**src/gld_ram.sv**
```systemverilog
// Generic simple dual-port RAM: one write port, one registered read port.
// No dependencies.
module gld_ram #(
  parameter int WIDTH = 8,
  parameter int DEPTH = 256
) (
  input  logic                     clk,
  input  logic                     we,
  input  logic [$clog2(DEPTH)-1:0] waddr,
  input  logic [WIDTH-1:0]         wdata,
  input  logic [$clog2(DEPTH)-1:0] raddr,
  output logic [WIDTH-1:0]         rdata
);

  logic [WIDTH-1:0] mem [DEPTH];

  always_ff @(posedge clk) begin
    if (we) begin
      mem[waddr] <= wdata;
    end
    rdata <= mem[raddr];
  end

endmodule

```
**config.mk**
```make
export PLATFORM = sky130hd
export DESIGN_NAME = gld_ram
export DESIGN_NICKNAME = d
export VERILOG_FILES = /design/src/gld_ram.sv
export SDC_FILE = /design/constraint.sdc
export NUM_CORES = 2
export LEC_CHECK = 0
export ABC_AREA = 1
export BUFFER_PORTS_ARGS = -buffer_cell sky130_fd_sc_hd__buf_4
export CAP_MARGIN = 40
export CORE_MARGIN = 5
export CORE_UTILIZATION = 40
export CTS_CLUSTER_DIAMETER = 100
export DETAILED_ROUTE_END_ITERATION = 10
export HOLD_SLACK_MARGIN = 0.12
export SLEW_MARGIN = 20
export SYNTH_ARGS = -nofsm -noshare
export SYNTH_HDL_FRONTEND = slang
export SYNTH_SLANG_ARGS = --single-unit
```
**constraint.sdc**
```tcl
create_clock -name clk -period 2.4 [get_ports clk]
set_clock_uncertainty 0.15 [all_clocks]
set_input_delay 0.48 -clock clk [delete_from_list [all_inputs] [get_ports clk]]
set_output_delay 0.48 -clock clk [all_outputs]
set_load 0.01 [all_outputs]
```
# [Word level (Yosys, flattened, before mapping)]
# Memory sizes are Yosys's and may differ from the RTL's. A register that Yosys moved wholly into a read port is not among the register bits.
# Cells that the tools add are included.
# W data, S select, Z words.
[totals] regBits=0 ramBits=2048 wordCells=3 mem_count=1
[mem_list] memory="mem" depth=256 word_bits=8 read_ports=1 rd_ports_with_merged_regs=1 write_ports=1 line_no="15" source="logic [WIDTH-1:0] mem [DEPTH];"
[classes] n_mux=2
[op_table] op="$mux W1" n=2

# [Logic depth before layout (Yosys ltp)]
[logic_depth] depth_word=2 ltp_mapped=15 ltp_nobuf=11

# [Worst setup path before layout]
# Ideal clock, no wire load.
[synth_timing] kind="input-to-reg" startpoint="input port we" endpoint="memory mem[162][0], enable pin" setup_time_ns=0.370 t_arrival_ns=1.601 required_time_ns=1.880 path_slack_ns=0.279 path_stages=4 path_cell_list="clkbuf_1 -> nand3_1 -> clkbuf_1 -> nor2_1"
[synth_via] elab_chain_cells=2
[synth_lines] item="start: declaration" line_no="8" source="input logic we,"
[synth_lines] item="$mux W1" line_no="18" source="if (we) begin"
[synth_lines] item="$mux W1 (implied by the code)" line_no="19" source="mem[waddr] <= wdata;"
[synth_lines] item="end: declaration" line_no="15"
# Every way passes these cells.

# [Final worst setup path]
[layout_timing] startpoint="register rdata[5], read port of mem" endpoint="output port rdata[5]"
[layout_lines] item="start: declaration" line_no="12" source="output logic [WIDTH-1:0] rdata"
# No word-level cell between the ends.

==> flow_metrics.tcl <==
set metrics [dict create \
    dp.final_hpwl_um 154000 \
    min_path_type "input port to register" \
    synth_area_per_cell_um2 11.9 \
    worst_setup_timing_slack_at_the_placement_stage_ps -637 \
    number_of_max_capacitance_violations_reported 0 \
    clock_latency_ps 850 \
    yosys_warnings 0 \
    floorplan.rows 167 \
    timing.reg2reg.setup_slack_ps 200 \
    power.total_w 0.0765 \
    floorplan.die.height_um 467 \
    totalWireLength_um 241000 \
    cts.repair.resized 0 \
    design.die.area_um2 218000 \
    dpl_cell_area_um2 92000 \
    synth.ff_latch_count 2056 \
    area_growth_from_synthesis_to_layout_pct 18.3 \
    power.density_cell_area_nw_per_um2 775 \
    worst_path_fanout_max 1 \
    synthXorXnorAreaFrac_pct 0 \
    period_minus_slack_ps 2270 \
    postSynthNetCount 7029 \
    vias 56300 \
    clock_sink_count 2056 \
    status "finished, final reports clean" \
    critPathBufInv 1 \
    detail-route-antenna-nets 0 \
    timing_max_transition_violations_final 0 \
    timing.critical_path.max_delay_family "flip-flops" \
    synth-adder-area-share_pct 0 \
    rsz0062_at_grt "no" \
    postCtsHoldBufs 10 \
    boundaryPins 34 \
    synth_sequential_area_ratio_pct 73.9 \
    worst-endpoint-required_ps 1770 \
    post-route-worst-setup-slack_ps 135 \
    initial_utilization_pct 40.2 \
    final-hold-violation-count 0 \
    post_drt_wl_per_cell_um 23.1 \
    drt_iter0_markers 6384 \
    hold_path_end "mem[133][7]" \
    cts_htree_levels 4 \
    grt_max_degree 87 \
    drt_first_pass_iters 5 \
    worstReg2RegEnd "rdata[2]" \
    ctsRootBufferMaster "clkbuf_16" \
    critPathArrivalTime_ps 1640 \
    core_area_um2 207000 \
    cp-start-kind "register" \
    gp_routability_congestion 0.898 \
    holdPathStages 4 \
    synth-compound-area-share_pct 0 \
    final.hold.worst_slack_ps 219 \
    global_route.usage.total_pct 21.8 \
    power.leakage_nw 35.3 \
    wire_length_of_the_first_global_routing_pass_um 358000 \
    post_route_cells_drive_above_1_share_pct 13.8 \
    timing.critical_path.slowest_cell_delay_ps 580 \
    drc_errors 0 \
    synth_top_family_by_area "simple AND/OR/NAND/NOR gates" \
    finalNetCount 7517 \
    first_global_vias 54600 \
    numCtsBuffers 206 \
    vdd_drop_max_v 0.000805 \
    slew_headroom_pct 60.1 \
    cts.repair_timing.setup_buffer_count 0 \
    cp_cell_sequence "buf_4" \
    post_synth_inst_count 7003 \
    cp_max_stage_cell "dfxtp_1" \
    floorplan.die.width_um 467 \
    reg2regPathDepth 11 \
    vias_per_cell 5.39 \
    worst_pin_slew_ps 598 \
    synthDistinctLibCells 14 \
    path_class "register to primary output" \
    timing.rr.start "mem[255][2]" \
    tritoncts_clock_tree "built" \
    fmax_mhz 441 \
    synth_area_um2 83400 \
    clk_transition_reported_paths_ps 60 \
    max-clock-path-buffers 3 \
    fin_crit_sh_pct 94.4 \
    antenna_found_initial 8 \
    worstHoldStart "waddr[5]" \
    critical_path.endpoint_type "primary output" \
    grt_ovf 0 \
    postLayoutCellArea_um2 98700 \
    synth_mux_area_share_pct 0 \
    port-buffer-count 33 \
    timing.final.setup_violations 0 \
    synth_simple_gate_area_share_pct 22.9 \
]
sequential cells by signal, summed over array words and instances, names as in the netlist:
register and count:
mem 2048, rdata 8
per-layer routing:
layer / wire [um] / track usage (%) / vias to the layer above
met2: 114000 / 35.4 / 2341
met1: 98300 / 29.7 / 27700
met3: 19400 / 3.75 / 427
li1: - / - / 25900
met4: 9260 / 7.97 / 4
met5: 21 / 0 / -
how the worst max path moves through the flow:
| stage | slack, ps | startpoint | cells past startpoint | end |
|---|---|---|---|---|
| floorplan | 280 | we | 4 | mem[162][0] |
| global placement | -650 | raddr[1] | 13 | rdata[6] |
| detailed placement | -640 | raddr[1] | 13 | rdata[6] |
| CTS | 40 | rdata[5] | 1 | rdata[5] |
| global route | 100 | mem[255][2] | 11 | rdata[2] |
| finish | 130 | rdata[5] | 1 | rdata[5] |
final cells by class:
class	count	area, um2
Timing Repair Buffer	763	7570
Clock buffer	251	5450
Clock inverter	125	1180
Inverter	39	180
Sequential cell	2056	61700
Tap cell	2788	3490
Fill cell	18400	109000
Antenna cell	2	5.00
Multi-Input combinational cell	4425	19200
worst register-to-register path, stage by stage, from the launching register on:
cell and delay (ps):
edfxtp_1 370, nand2_1 80, nand3_1 90, nand3_1 130, nand3_1 130, nand3_1 160, nand3_1 320, nand3_1 260
buf_4 140, nand2_1 50, nand2_1 150, nand2_1 70
cells by family after synthesis:
kind of cell | count (synthesis)
buf+inv | 522
flops | 2056
simple gates | 4425
synth_stat cells (all sizes together):
library cell / count / area [um2]
buf: 371 / 2030
clkbuf: 112 / 420
dfxtp: 8 / 160
edfxtp: 2048 / 61500
inv: 39 / 149
nand2: 2123 / 7970
nand3: 2019 / 10100
nor2: 283 / 1060
per-stage QoR:
step	instances	utilization, %	setup TNS [ps]
2_1_floorplan	7003	-	0
3_3_place_gp	10100	44.3	-4250
3_5_place_dp	10100	44.4	-4150
4_1_cts	10400	47.6	0
5_1_grt	10400	47.6	0
6_report	10400	47.6	0
where the power goes:
part	internal [W]	switching, W
Clock	0.0181	0.0135
Sequential	0.0396	0.0000575
Combinational	0.00163	0.00364
cells in the final DEF, fill, tap and decap left out, types with 2 or more instances in the layout:
cell type / instances
buf_8: 11
clkinvlp_4: 5
nand2_2: 8
inv_6: 3
bufinv_16: 19
inv_8: 3
buf_4: 604
dlygate4sd3_1: 10
clkinv_4: 2
inv_1: 34
clkinv_2: 41
nand3_1: 2019
diode_2: 2
clkbuf_1: 37
inv_16: 3
nand2_1: 2115
clkbuf_16: 210
clkbuf_8: 4
dfxtp_1: 8
clkinv_1: 47
nor2_1: 283
clkinv_8: 4
buf_12: 137
edfxtp_1: 2048
Note: power is estimated with default switching activity, not from simulation.
